## src/sv/tbeq_pkg.sv

```systemverilog
// Package for the three-band equalizer: widths, register codes, config struct.
// Used by every module of the block and by the channel interfaces.
// No dependencies.
package tbeq_pkg;

  // Default sample and filter state widths
  localparam int SAMPLE_WIDTH = 24;
  localparam int STATE_WIDTH  = 32;

  // Coefficient and gain formats
  localparam int COEF_WIDTH = 17;
  localparam int GAIN_WIDTH = 16;
  localparam int COEF_FRAC  = 16;
  localparam int GAIN_FRAC  = 12;

  // Second multiplier operand: unsigned coefficient plus sign bit
  localparam int MUL_B_WIDTH = COEF_WIDTH + 1;

  // Filter structure
  localparam int STAGE_COUNT = 4;
  localparam int STAGE_IDX_W = $clog2(STAGE_COUNT);
  localparam int HISTORY_DEPTH = 3;

  // Configuration channel
  localparam int CFG_IDX_W  = 3;
  localparam int CFG_DATA_W = COEF_WIDTH;

  localparam logic [CFG_IDX_W-1:0] REG_LOW_COEF  = 3'd0;
  localparam logic [CFG_IDX_W-1:0] REG_HIGH_COEF = 3'd1;
  localparam logic [CFG_IDX_W-1:0] REG_LOW_GAIN  = 3'd2;
  localparam logic [CFG_IDX_W-1:0] REG_MID_GAIN  = 3'd3;
  localparam logic [CFG_IDX_W-1:0] REG_HIGH_GAIN = 3'd4;

  localparam logic signed [GAIN_WIDTH-1:0] GAIN_UNITY = 16'sd4096;

  typedef struct packed {
    logic        [COEF_WIDTH-1:0] low_coef;
    logic        [COEF_WIDTH-1:0] high_coef;
    logic signed [GAIN_WIDTH-1:0] low_gain;
    logic signed [GAIN_WIDTH-1:0] mid_gain;
    logic signed [GAIN_WIDTH-1:0] high_gain;
  } cfg_t;

endpackage

```

## src/sv/tbeq_if.sv

```systemverilog
// Channel interfaces of the equalizer: sample in, sample out, register write.
// Depends on tbeq_pkg for widths.

interface tbeq_in_if #(
  parameter int SAMPLE_WIDTH = tbeq_pkg::SAMPLE_WIDTH
);
  logic                           valid;
  logic                           ready;
  logic signed [SAMPLE_WIDTH-1:0] sample_in;

  modport source (output valid, output sample_in, input ready);
  modport sink   (input valid, input sample_in, output ready);
endinterface

interface tbeq_out_if #(
  parameter int SAMPLE_WIDTH = tbeq_pkg::SAMPLE_WIDTH
);
  logic                           valid;
  logic                           ready;
  logic signed [SAMPLE_WIDTH-1:0] sample_out;

  modport source (output valid, output sample_out, input ready);
  modport sink   (input valid, input sample_out, output ready);
endinterface

interface tbeq_cfg_if;
  logic                             valid;
  logic                             ready;
  logic [tbeq_pkg::CFG_IDX_W-1:0]   index;
  logic [tbeq_pkg::CFG_DATA_W-1:0]  data;

  modport source (output valid, output index, output data, input ready);
  modport sink   (input valid, input index, input data, output ready);
endinterface

```

## src/sv/three_band_equalizer_top.sv

```systemverilog
// Three-band equalizer: eight one-pole stages and three gains on one multiplier.
// Each input sample runs through a multiply and an update step for each active stage,
// where the active stages number 8, 4 with one bank idle, 0 with both idle; then a
// gain and an accumulate step for each band, then the output register, which waits
// while the sink holds a prior result. A new sample is taken only in idle, once the
// result of the last one is loaded out, since the single multiplier is shared.
// Reset (rst_n low, synchronous): stages and history cleared, gains 1.0, coefs 0.
module three_band_equalizer_top #(
  parameter int SAMPLE_WIDTH = tbeq_pkg::SAMPLE_WIDTH,
  parameter int STATE_WIDTH  = tbeq_pkg::STATE_WIDTH
) (
  input logic        clk,
  input logic        rst_n,
  tbeq_in_if.sink    in_chan,
  tbeq_out_if.source out_chan,
  tbeq_cfg_if.sink   cfg_chan
);

  localparam int SW    = STATE_WIDTH;
  localparam int SMP   = SAMPLE_WIDTH;
  localparam int AW    = SW + 3;
  localparam int BW    = tbeq_pkg::MUL_B_WIDTH;
  localparam int RW    = AW + BW - tbeq_pkg::GAIN_FRAC;
  localparam int UW    = RW + 1;
  localparam int ACC_W = RW + 2;
  localparam int TSHL  = (SW >= SMP) ? (SW - SMP) : 0;
  localparam int TSHR  = (SMP > SW) ? (SMP - SW) : 0;
  localparam int XW    = SMP + TSHL;
  localparam int CW    = ACC_W + TSHR;
  localparam int SIW   = tbeq_pkg::STAGE_IDX_W;

  localparam logic [2:0] ST_IDLE = 3'd0;
  localparam logic [2:0] ST_MUL  = 3'd1;
  localparam logic [2:0] ST_UPD  = 3'd2;
  localparam logic [2:0] ST_GAIN = 3'd3;
  localparam logic [2:0] ST_ACC  = 3'd4;
  localparam logic [2:0] ST_OUT  = 3'd5;

  localparam logic BANK_LOW  = 1'b0;
  localparam logic BANK_HIGH = 1'b1;

  localparam logic [1:0] BAND_LOW  = 2'd0;
  localparam logic [1:0] BAND_MID  = 2'd1;
  localparam logic [1:0] BAND_HIGH = 2'd2;

  localparam logic [SIW-1:0] LAST_STAGE = SIW'(tbeq_pkg::STAGE_COUNT - 1);

  localparam logic signed [SW-1:0]  STATE_MAX  = {1'b0, {(SW-1){1'b1}}};
  localparam logic signed [SW-1:0]  STATE_MIN  = {1'b1, {(SW-1){1'b0}}};
  localparam logic signed [SMP-1:0] SAMPLE_MAX = {1'b0, {(SMP-1){1'b1}}};
  localparam logic signed [SMP-1:0] SAMPLE_MIN = {1'b1, {(SMP-1){1'b0}}};

  // Sample format to state format
  function automatic logic signed [SW-1:0] to_state(input logic signed [SMP-1:0] s);
    logic signed [XW-1:0] w;
    w = XW'(s);
    w = w <<< TSHL;
    w = w >>> TSHR;
    return $signed(w[SW-1:0]);
  endfunction

  tbeq_pkg::cfg_t cfg;

  logic [2:0]     state_r, state_nxt;
  logic           bank_r, bank_nxt;
  logic [SIW-1:0] stg_r, stg_nxt;
  logic [1:0]     gstep_r, gstep_nxt;
  logic           en_low_r, en_low_nxt;
  logic           en_high_r, en_high_nxt;
  logic signed [SW-1:0]    x_r, x_nxt;
  logic signed [SW-1:0]    lo_r, lo_nxt;
  logic signed [SW-1:0]    hl_r, hl_nxt;
  logic signed [SMP-1:0]   sample_r, sample_nxt;
  logic signed [ACC_W-1:0] acc_r, acc_nxt;
  logic                    out_valid_r, out_valid_nxt;
  logic signed [SMP-1:0]   out_data_r, out_data_nxt;

  logic signed [SW-1:0]  banks_r [2*tbeq_pkg::STAGE_COUNT];
  logic signed [SMP-1:0] hist_r  [tbeq_pkg::HISTORY_DEPTH];

  logic                  in_acc;
  logic                  out_load;
  logic                  bank_we;
  logic [SIW:0]          bank_addr;
  logic signed [SW-1:0]  cur;
  logic signed [SW-1:0]  delayed;
  logic signed [UW-1:0]  upd_sum;
  logic signed [SW-1:0]  upd_new;
  logic signed [AW-1:0]  hi_band;
  logic signed [AW-1:0]  mid_band;
  logic signed [AW-1:0]  band_sel;
  logic signed [tbeq_pkg::GAIN_WIDTH-1:0] gain_sel;
  logic [tbeq_pkg::COEF_WIDTH-1:0] coef_sel;
  logic signed [AW-1:0]  mul_a;
  logic signed [BW-1:0]  mul_b;
  logic                  mul_coef;
  logic signed [RW-1:0]  mul_res;
  logic signed [CW-1:0]  conv;

  tbeq_cfg u_cfg (
    .clk      (clk),
    .rst_n    (rst_n),
    .cfg_chan (cfg_chan),
    .cfg      (cfg)
  );

  tbeq_mul #(
    .A_WIDTH (AW),
    .B_WIDTH (BW)
  ) u_mul (
    .clk       (clk),
    .coef_mode (mul_coef),
    .a         (mul_a),
    .b         (mul_b),
    .res_r     (mul_res)
  );

  assign in_chan.ready       = (state_r == ST_IDLE);
  assign in_acc              = in_chan.valid && in_chan.ready;
  assign out_chan.valid      = out_valid_r;
  assign out_chan.sample_out = out_data_r;
  assign out_load            = (state_r == ST_OUT) && (!out_valid_r || out_chan.ready);

  // Stage read, band forming and multiplier operand selection
  always_comb begin
    bank_addr = {bank_r, stg_r};
    cur       = banks_r[bank_addr];
    delayed   = to_state(hist_r[tbeq_pkg::HISTORY_DEPTH-1]);
    coef_sel  = (bank_r == BANK_HIGH) ? cfg.high_coef : cfg.low_coef;

    hi_band  = en_high_r ? (AW'(delayed) - AW'(hl_r)) : '0;
    mid_band = AW'(delayed) - (hi_band + AW'(lo_r));

    unique case (gstep_r)
      BAND_LOW: begin
        band_sel = AW'(lo_r);
        gain_sel = cfg.low_gain;
      end
      BAND_MID: begin
        band_sel = mid_band;
        gain_sel = cfg.mid_gain;
      end
      default: begin
        band_sel = hi_band;
        gain_sel = cfg.high_gain;
      end
    endcase

    mul_coef = (state_r == ST_MUL);
    if (mul_coef) begin
      mul_a = AW'(x_r) - AW'(cur);
      mul_b = $signed({1'b0, coef_sel});
    end else begin
      mul_a = band_sel;
      mul_b = BW'(gain_sel);
    end

    // Stage update with saturation to the state range
    upd_sum = UW'(cur) + UW'(mul_res);
    if ((&upd_sum[UW-1:SW-1]) || !(|upd_sum[UW-1:SW-1])) begin
      upd_new = $signed(upd_sum[SW-1:0]);
    end else begin
      upd_new = upd_sum[UW-1] ? STATE_MIN : STATE_MAX;
    end

    // Sum to sample format; saturation is applied when the result is loaded
    conv = CW'(acc_r);
    conv = conv <<< TSHR;
    conv = conv >>> TSHL;
  end

  // Sequencer
  always_comb begin
    state_nxt     = state_r;
    bank_nxt      = bank_r;
    stg_nxt       = stg_r;
    gstep_nxt     = gstep_r;
    en_low_nxt    = en_low_r;
    en_high_nxt   = en_high_r;
    x_nxt         = x_r;
    lo_nxt        = lo_r;
    hl_nxt        = hl_r;
    sample_nxt    = sample_r;
    acc_nxt       = acc_r;
    out_valid_nxt = out_valid_r;
    out_data_nxt  = out_data_r;
    bank_we       = 1'b0;

    // Drop the result once the sink takes it
    if (out_valid_r && out_chan.ready) begin
      out_valid_nxt = 1'b0;
    end

    unique case (state_r)
      ST_IDLE: begin
        if (in_acc) begin
          sample_nxt  = in_chan.sample_in;
          x_nxt       = to_state(in_chan.sample_in);
          en_low_nxt  = (cfg.low_gain != '0) || (cfg.mid_gain != '0);
          en_high_nxt = (cfg.high_gain != '0) || (cfg.mid_gain != '0);
          stg_nxt     = '0;
          gstep_nxt   = BAND_LOW;
          lo_nxt      = '0;
          hl_nxt      = '0;
          acc_nxt     = '0;
          if (en_low_nxt) begin
            bank_nxt  = BANK_LOW;
            state_nxt = ST_MUL;
          end else if (en_high_nxt) begin
            bank_nxt  = BANK_HIGH;
            state_nxt = ST_MUL;
          end else begin
            state_nxt = ST_GAIN;
          end
        end
      end
      ST_MUL: begin
        state_nxt = ST_UPD;
      end
      ST_UPD: begin
        bank_we = 1'b1;
        x_nxt   = upd_new;
        if (stg_r == LAST_STAGE) begin
          stg_nxt = '0;
          if (bank_r == BANK_LOW) begin
            lo_nxt = upd_new;
            if (en_high_r) begin
              bank_nxt  = BANK_HIGH;
              x_nxt     = to_state(sample_r);
              state_nxt = ST_MUL;
            end else begin
              state_nxt = ST_GAIN;
            end
          end else begin
            hl_nxt    = upd_new;
            state_nxt = ST_GAIN;
          end
        end else begin
          stg_nxt   = stg_r + 1'b1;
          state_nxt = ST_MUL;
        end
      end
      ST_GAIN: begin
        state_nxt = ST_ACC;
      end
      ST_ACC: begin
        acc_nxt = acc_r + ACC_W'(mul_res);
        if (gstep_r == BAND_HIGH) begin
          state_nxt = ST_OUT;
        end else begin
          gstep_nxt = gstep_r + 1'b1;
          state_nxt = ST_GAIN;
        end
      end
      ST_OUT: begin
        if (out_load) begin
          out_valid_nxt = 1'b1;
          if ((&conv[CW-1:SMP-1]) || !(|conv[CW-1:SMP-1])) begin
            out_data_nxt = $signed(conv[SMP-1:0]);
          end else begin
            out_data_nxt = conv[CW-1] ? SAMPLE_MIN : SAMPLE_MAX;
          end
          state_nxt = ST_IDLE;
        end
      end
      default: begin
        state_nxt = ST_IDLE;
      end
    endcase
  end

  // Control and filter state
  always_ff @(posedge clk) begin
    if (!rst_n) begin
      state_r     <= ST_IDLE;
      out_valid_r <= 1'b0;
      for (int i = 0; i < 2*tbeq_pkg::STAGE_COUNT; i++) begin
        banks_r[i] <= '0;
      end
      for (int i = 0; i < tbeq_pkg::HISTORY_DEPTH; i++) begin
        hist_r[i] <= '0;
      end
    end else begin
      state_r     <= state_nxt;
      out_valid_r <= out_valid_nxt;
      if (bank_we) begin
        banks_r[bank_addr] <= upd_new;
      end
      // Advance the input history once the result is issued
      if (out_load) begin
        for (int i = tbeq_pkg::HISTORY_DEPTH - 1; i > 0; i--) begin
          hist_r[i] <= hist_r[i-1];
        end
        hist_r[0] <= sample_r;
      end
    end
  end

  // Datapath registers
  always_ff @(posedge clk) begin
    bank_r     <= bank_nxt;
    stg_r      <= stg_nxt;
    gstep_r    <= gstep_nxt;
    en_low_r   <= en_low_nxt;
    en_high_r  <= en_high_nxt;
    x_r        <= x_nxt;
    lo_r       <= lo_nxt;
    hl_r       <= hl_nxt;
    sample_r   <= sample_nxt;
    acc_r      <= acc_nxt;
    out_data_r <= out_data_nxt;
  end

  // A new transaction starts with a cleared sum and leaves idle
  a_start_clears: assert property (@(posedge clk) disable iff (!rst_n)
    in_acc |=> (acc_r == '0) && (state_r != ST_IDLE))
    else $error("accepted sample did not start with a cleared sum");

  // The history takes the sample whose result was just issued
  a_hist_shift: assert property (@(posedge clk) disable iff (!rst_n)
    out_load |=> (hist_r[0] == $past(sample_r)) && out_valid_r)
    else $error("history not advanced with the issued result");

  // The low bank is only updated while it is enabled
  a_low_gated: assert property (@(posedge clk) disable iff (!rst_n)
    (state_r == ST_UPD && bank_r == BANK_LOW) |-> en_low_r)
    else $error("disabled low bank updated");

endmodule

```

## src/sv/tbeq_cfg.sv

```systemverilog
// Configuration register file of the equalizer: coefficients and band gains.
// Depends on tbeq_pkg and the tbeq_cfg_if interface.
module tbeq_cfg (
  input  logic           clk,
  input  logic           rst_n,
  tbeq_cfg_if.sink       cfg_chan,
  output tbeq_pkg::cfg_t cfg
);

  tbeq_pkg::cfg_t cfg_r;
  tbeq_pkg::cfg_t cfg_nxt;

  assign cfg_chan.ready = 1'b1;
  assign cfg = cfg_r;

  // Decode a write transaction; unknown indexes are dropped
  always_comb begin
    cfg_nxt = cfg_r;
    if (cfg_chan.valid) begin
      unique case (cfg_chan.index)
        tbeq_pkg::REG_LOW_COEF:  cfg_nxt.low_coef  = cfg_chan.data[tbeq_pkg::COEF_WIDTH-1:0];
        tbeq_pkg::REG_HIGH_COEF: cfg_nxt.high_coef = cfg_chan.data[tbeq_pkg::COEF_WIDTH-1:0];
        tbeq_pkg::REG_LOW_GAIN:  cfg_nxt.low_gain  = $signed(cfg_chan.data[tbeq_pkg::GAIN_WIDTH-1:0]);
        tbeq_pkg::REG_MID_GAIN:  cfg_nxt.mid_gain  = $signed(cfg_chan.data[tbeq_pkg::GAIN_WIDTH-1:0]);
        tbeq_pkg::REG_HIGH_GAIN: cfg_nxt.high_gain = $signed(cfg_chan.data[tbeq_pkg::GAIN_WIDTH-1:0]);
        default: ;
      endcase
    end
  end

  always_ff @(posedge clk) begin
    if (!rst_n) begin
      cfg_r.low_coef  <= '0;
      cfg_r.high_coef <= '0;
      cfg_r.low_gain  <= tbeq_pkg::GAIN_UNITY;
      cfg_r.mid_gain  <= tbeq_pkg::GAIN_UNITY;
      cfg_r.high_gain <= tbeq_pkg::GAIN_UNITY;
    end else begin
      cfg_r <= cfg_nxt;
    end
  end

endmodule

```

## src/sv/tbeq_mul.sv

```systemverilog
// Shared multiply unit: exact signed product, floor-shifted by the
// coefficient or the gain fraction, registered. Depends on tbeq_pkg.
module tbeq_mul #(
  parameter int A_WIDTH = tbeq_pkg::STATE_WIDTH + 3,
  parameter int B_WIDTH = tbeq_pkg::MUL_B_WIDTH
) (
  input  logic                                             clk,
  input  logic                                             coef_mode,
  input  logic signed [A_WIDTH-1:0]                        a,
  input  logic signed [B_WIDTH-1:0]                        b,
  output logic signed [A_WIDTH+B_WIDTH-tbeq_pkg::GAIN_FRAC-1:0] res_r
);

  localparam int P_WIDTH = A_WIDTH + B_WIDTH;
  localparam int R_WIDTH = P_WIDTH - tbeq_pkg::GAIN_FRAC;

  logic signed [P_WIDTH-1:0] prod;
  logic signed [P_WIDTH-1:0] shifted;
  logic signed [R_WIDTH-1:0] res_nxt;

  // Multiply, then arithmetic shift (rounds toward minus infinity)
  always_comb begin
    prod    = P_WIDTH'(a) * P_WIDTH'(b);
    shifted = coef_mode ? (prod >>> tbeq_pkg::COEF_FRAC) : (prod >>> tbeq_pkg::GAIN_FRAC);
    res_nxt = $signed(shifted[R_WIDTH-1:0]);
  end

  always_ff @(posedge clk) begin
    res_r <= res_nxt;
  end

endmodule

```

## src/flat_wrapper.sv

```systemverilog
// flat-port wrapper written by rule: the top's interface ports become plain ports
module three_band_equalizer_top_flat 
#(
  parameter int SAMPLE_WIDTH = tbeq_pkg::SAMPLE_WIDTH,
  parameter int STATE_WIDTH  = tbeq_pkg::STATE_WIDTH
)
  (clk, rst_n, in_chan_valid, in_chan_sample_in, in_chan_ready, out_chan_valid, out_chan_sample_out, out_chan_ready, cfg_chan_valid, cfg_chan_index, cfg_chan_data, cfg_chan_ready);
  tbeq_in_if #(.SAMPLE_WIDTH(SAMPLE_WIDTH)) in_chan_i ();
  tbeq_out_if #(.SAMPLE_WIDTH(SAMPLE_WIDTH)) out_chan_i ();
  tbeq_cfg_if cfg_chan_i ();
  input logic clk;
  input logic rst_n;
  input wire logic [$bits(in_chan_i.valid)-1:0] in_chan_valid;
  input wire logic [$bits(in_chan_i.sample_in)-1:0] in_chan_sample_in;
  output wire logic [$bits(in_chan_i.ready)-1:0] in_chan_ready;
  output wire logic [$bits(out_chan_i.valid)-1:0] out_chan_valid;
  output wire logic [$bits(out_chan_i.sample_out)-1:0] out_chan_sample_out;
  input wire logic [$bits(out_chan_i.ready)-1:0] out_chan_ready;
  input wire logic [$bits(cfg_chan_i.valid)-1:0] cfg_chan_valid;
  input wire logic [$bits(cfg_chan_i.index)-1:0] cfg_chan_index;
  input wire logic [$bits(cfg_chan_i.data)-1:0] cfg_chan_data;
  output wire logic [$bits(cfg_chan_i.ready)-1:0] cfg_chan_ready;
  assign in_chan_i.valid = in_chan_valid;
  assign in_chan_i.sample_in = in_chan_sample_in;
  assign in_chan_ready = in_chan_i.ready;
  assign out_chan_valid = out_chan_i.valid;
  assign out_chan_sample_out = out_chan_i.sample_out;
  assign out_chan_i.ready = out_chan_ready;
  assign cfg_chan_i.valid = cfg_chan_valid;
  assign cfg_chan_i.index = cfg_chan_index;
  assign cfg_chan_i.data = cfg_chan_data;
  assign cfg_chan_ready = cfg_chan_i.ready;
  three_band_equalizer_top #(.SAMPLE_WIDTH(SAMPLE_WIDTH), .STATE_WIDTH(STATE_WIDTH)) u_core (.clk(clk), .rst_n(rst_n), .in_chan(in_chan_i), .out_chan(out_chan_i), .cfg_chan(cfg_chan_i));
endmodule
```

## config.mk

```make
export PLATFORM = sky130hd
export DESIGN_NAME = three_band_equalizer_top_flat
export DESIGN_NICKNAME = d
export VERILOG_FILES = /design/src/sv/tbeq_pkg.sv /design/src/sv/tbeq_if.sv /design/src/sv/three_band_equalizer_top.sv /design/src/sv/tbeq_cfg.sv /design/src/sv/tbeq_mul.sv /design/src/flat_wrapper.sv
export SDC_FILE = /design/constraint.sdc
export NUM_CORES = 2
export LEC_CHECK = 0
export BUFFER_PORTS_ARGS = -buffer_cell sky130_fd_sc_hd__buf_4
export CAP_MARGIN = 20
export CORE_MARGIN = 8
export CORE_UTILIZATION = 50
export DETAILED_ROUTE_END_ITERATION = 7
export PLACE_DENSITY = 0.63
export SYNTH_ARGS = -nofsm -noshare
export SYNTH_HDL_FRONTEND = slang
export SYNTH_HIERARCHICAL = 1
export SYNTH_SLANG_ARGS = --single-unit
```

## constraint.sdc

```tcl
create_clock -name clk -period 12.4 [get_ports clk]
set_clock_uncertainty 0.1 [all_clocks]
set_input_delay 1.24 -clock clk [delete_from_list [all_inputs] [get_ports clk]]
set_output_delay 1.24 -clock clk [all_outputs]
set_load 0.02 [all_outputs]
```

==> results.cfg <==
[yosys]
synth.yosys.seq_area_share_pct = 31.1
yosys_register_bits = 648
post_synth.cell_area_avg_um2 = 9.71
synth_edf_count = 521
syn_area_um2 = 58500
postSynth.asyncResetShare_pct = 0
synth_nets = 7005
synth_ff_type = sky130_fd_sc_hd__edfxtp_1
synth_cell_type_count = 95
synth-warning-count = 6
synthCells = 6020

[cells_and_area]
flow.area_growth_from_synthesis_pct = 8.09
design.final.nets = 6940
stdcell_count = 7537
antenna_cells = 0
post_route_cells_drive_above_1_share_pct = 7.38

[timing]
postLayoutSetupSlackWorst_ns = 0.616
max_clock_freq_ghz = 0.0849
worst_slew_pin_slew_ns = 1.07
finalSetupViolCount = 0
layout_worst_path_cycle_share_pct = 95.0
report.final.hold_viol_count = 0
worst_slew_margin_rel_pct = 28.5
slew_viol_final = 0
final.min_clock_period_ns = 11.78

[floorplan]
die_x_um = 358
placementRows = 125
design.portCount = 76
die_area_um2 = 128000
fp.dieH_um = 358
coreArea_um2 = 116000
floorplan.initialDensity_pct = 50.4

[clock_tree]
h_tree_levels = 3
numCtsBuffers = 73
tritoncts = done
cts_num_sinks = 648
clock_transition_time_at_the_flip_flop_clock_pins_of_the_worst_setup_and_hold_paths_ns = 0.06
cts_hold_buffers = 0
ctsLongestPathBuffers = 3
cts-root-buf = sky130_fd_sc_hd__clkbuf_16
clk-insertion-delay-late_ns = 0.67

[critical_path]
crit_arrival_ns = 12.23
setup.worst_path.end_class = flip-flop
crit_required_ns = 12.85
worstPathMaxFanout = 13
cpMostUsedCell = sky130_fd_sc_hd__fa_1
startpoint_type = flip-flop
timing_worst_setup_path_type = reg -> reg
cp_slowest_stage_delay_ns = 0.79
slowest_stage = sky130_fd_sc_hd__fa_2

[routing]
drtAntennaViolNets = 0
vias = 44800
vias_per_cell = 5.94
post_drt_wl_per_cell_um = 23.2
route.detailed.drc = 0
drt_first_pass_iters = 5
initialDrtViolationCount = 3841
routed_wl_mm = 175

[grt]
first_global_vias = 45900
grt_antenna_before_repair = 0
grt_first_pass_wirelength_mm = 270
sum_of_overflow_across_all_layers_after_global_routing = 0
pin_count_of_the_biggest_net_entering_global_routing = 115
grt_util_all_layers_pct = 27.1

[place]
placedCellCount = 7399
place.detailed.hpwl_mm = 129
io_buffer_count = 74
pre_cts_ws_ns = 0.0652
finalWeightedCongestion = 0.956

[run]
drv.max_cap_violation_count = 0

[hold_path]
worst_hold_path_type = reg -> reg

[status]
status = completed
[layout make-up]
type	instances	area, µm²
Multi-Input combinational cell	4201	36000
Sequential cell	648	18200
Tap cell	1524	1910
Timing Repair Buffer	199	1570
Clock buffer	99	2000
Fill cell	10500	52800
Inverter	832	3130
Clock inverter	34	425
[metrics by stage]
step | area, µm² | TNS [ns] | utilization [%] | hold slack (ns)
final | 63200 | 0 | 54.5 | 0.357
after detailed placement | 60600 | 0 | 52.3 | 0.346
after global placement | 60600 | 0 | 52.3 | 0.341
after global routing | 63200 | -0.0541 | 54.5 | 0.374
after floorplan | 58500 | 0 | - | 0.334
after CTS | 63100 | 0 | 54.3 | 0.358
[state kept, by name (all words and copies together) (netlist names), 32 cells and up]
name                count
u_core/u_cfg/cfg       82
u_core/u_mul/res_r     41
u_core/banks_r        256
u_core/hist_r          72
u_core/x_r             32
u_core/acc_r           43
u_core/hl_r            32
u_core/lo_r            32
[placed cells by master, fill, tap and decap left out, drive strengths merged, types with 18 or more instances in the layout]
master  instances
a22o           18
a211oi         50
clkbuf         99
o21ai         217
xor2           76
a22oi         150
ha            307
a31oi          29
a21o           97
clkinv         19
dfxtp         127
nor4           28
inv           841
nand3          39
nand4          39
fa            629
nor2          230
or3            19
buf           199
xnor2         122
o21bai         42
edfxtp        521
nand2b         34
o211ai         21
mux2i         113
and3           91
a21oi         548
and2          256
nor2b          32
nand2         700
o21a           24
nor3           49
and4           33
o22ai          20
[kinds of logic after synthesis]
logic type / Yosys count / share of synthesized area [%]
XOR/XNOR: 198 / 2.97
multiplexers: 129 / 2.24
flip-flops: 648 / 31.1
adder cells (fa/ha/maj): 936 / 28.1
other: 1 / 0.00641
AO/OA/AOI/OAI: 1339 / 14.5
buffers and inverters: 1171 / 7.79
AND/OR/NAND/NOR: 1598 / 13.3
[cells in the mapped netlist, types with 122 or more instances]
cell type,count,area share [%]
sky130_fd_sc_hd__and2_1,255,2.7
sky130_fd_sc_hd__xnor2_1,122,1.8
sky130_fd_sc_hd__nor2_1,230,1.5
sky130_fd_sc_hd__o21ai_0,177,1.5
sky130_fd_sc_hd__ha_1,307,6.6
sky130_fd_sc_hd__nand2_1,700,4.5
sky130_fd_sc_hd__dfxtp_1,127,4.3
sky130_fd_sc_hd__fa_1,629,22
sky130_fd_sc_hd__edfxtp_1,521,27
sky130_fd_sc_hd__inv_1,831,5.3
sky130_fd_sc_hd__clkbuf_1,268,1.7
sky130_fd_sc_hd__a21oi_1,548,4.7
sky130_fd_sc_hd__a22oi_1,150,1.9
[path summary, 6_finish.rpt]
check                                                       start                           endpoint  slack, ns  cells after the start
worst max-delay path                     u_core/hl_r[4]$_DFFE_PP_     u_core/u_mul/res_r[37]$_DFF_P_       0.62                     39
worst min-delay path            u_core/u_cfg/cfg[65]$_SDFFE_PN0P_  u_core/u_cfg/cfg[65]$_SDFFE_PN0P_       0.36                      2
worst max register to register           u_core/hl_r[4]$_DFFE_PP_     u_core/u_mul/res_r[37]$_DFF_P_       0.62                     39
worst min register to register  u_core/u_cfg/cfg[65]$_SDFFE_PN0P_  u_core/u_cfg/cfg[65]$_SDFFE_PN0P_       0.36                      2
[what timing repair did]
action                     CTS  global route
setup buffers                0             1
setup endpoints to repair    0            19
hold endpoints to repair     0             0
gates resized for setup      0            10
[per-layer routing]
layer  GRT usage, %  up-vias  share of wire [%]
met5              0        -                  0
met4           10.8        0                4.2
met3           3.41      344                6.4
met2           45.1     1588                 48
met1           36.2    22700                 42
li1               -    20200                  -
[worst max-delay path, delay by kind of cell, from the launching register on]
kind	cells	cell delay [ns]
compound gates	17	3.88
buf+inv	5	0.48
flops	1	0.45
xor+xnor	1	0.19
simple gates	7	1.96
fa+ha+maj	9	4.63
Power is left out: the tool's default activity adds up to more than one toggle a clock period on the data nets, which glitch-free logic cannot reach.
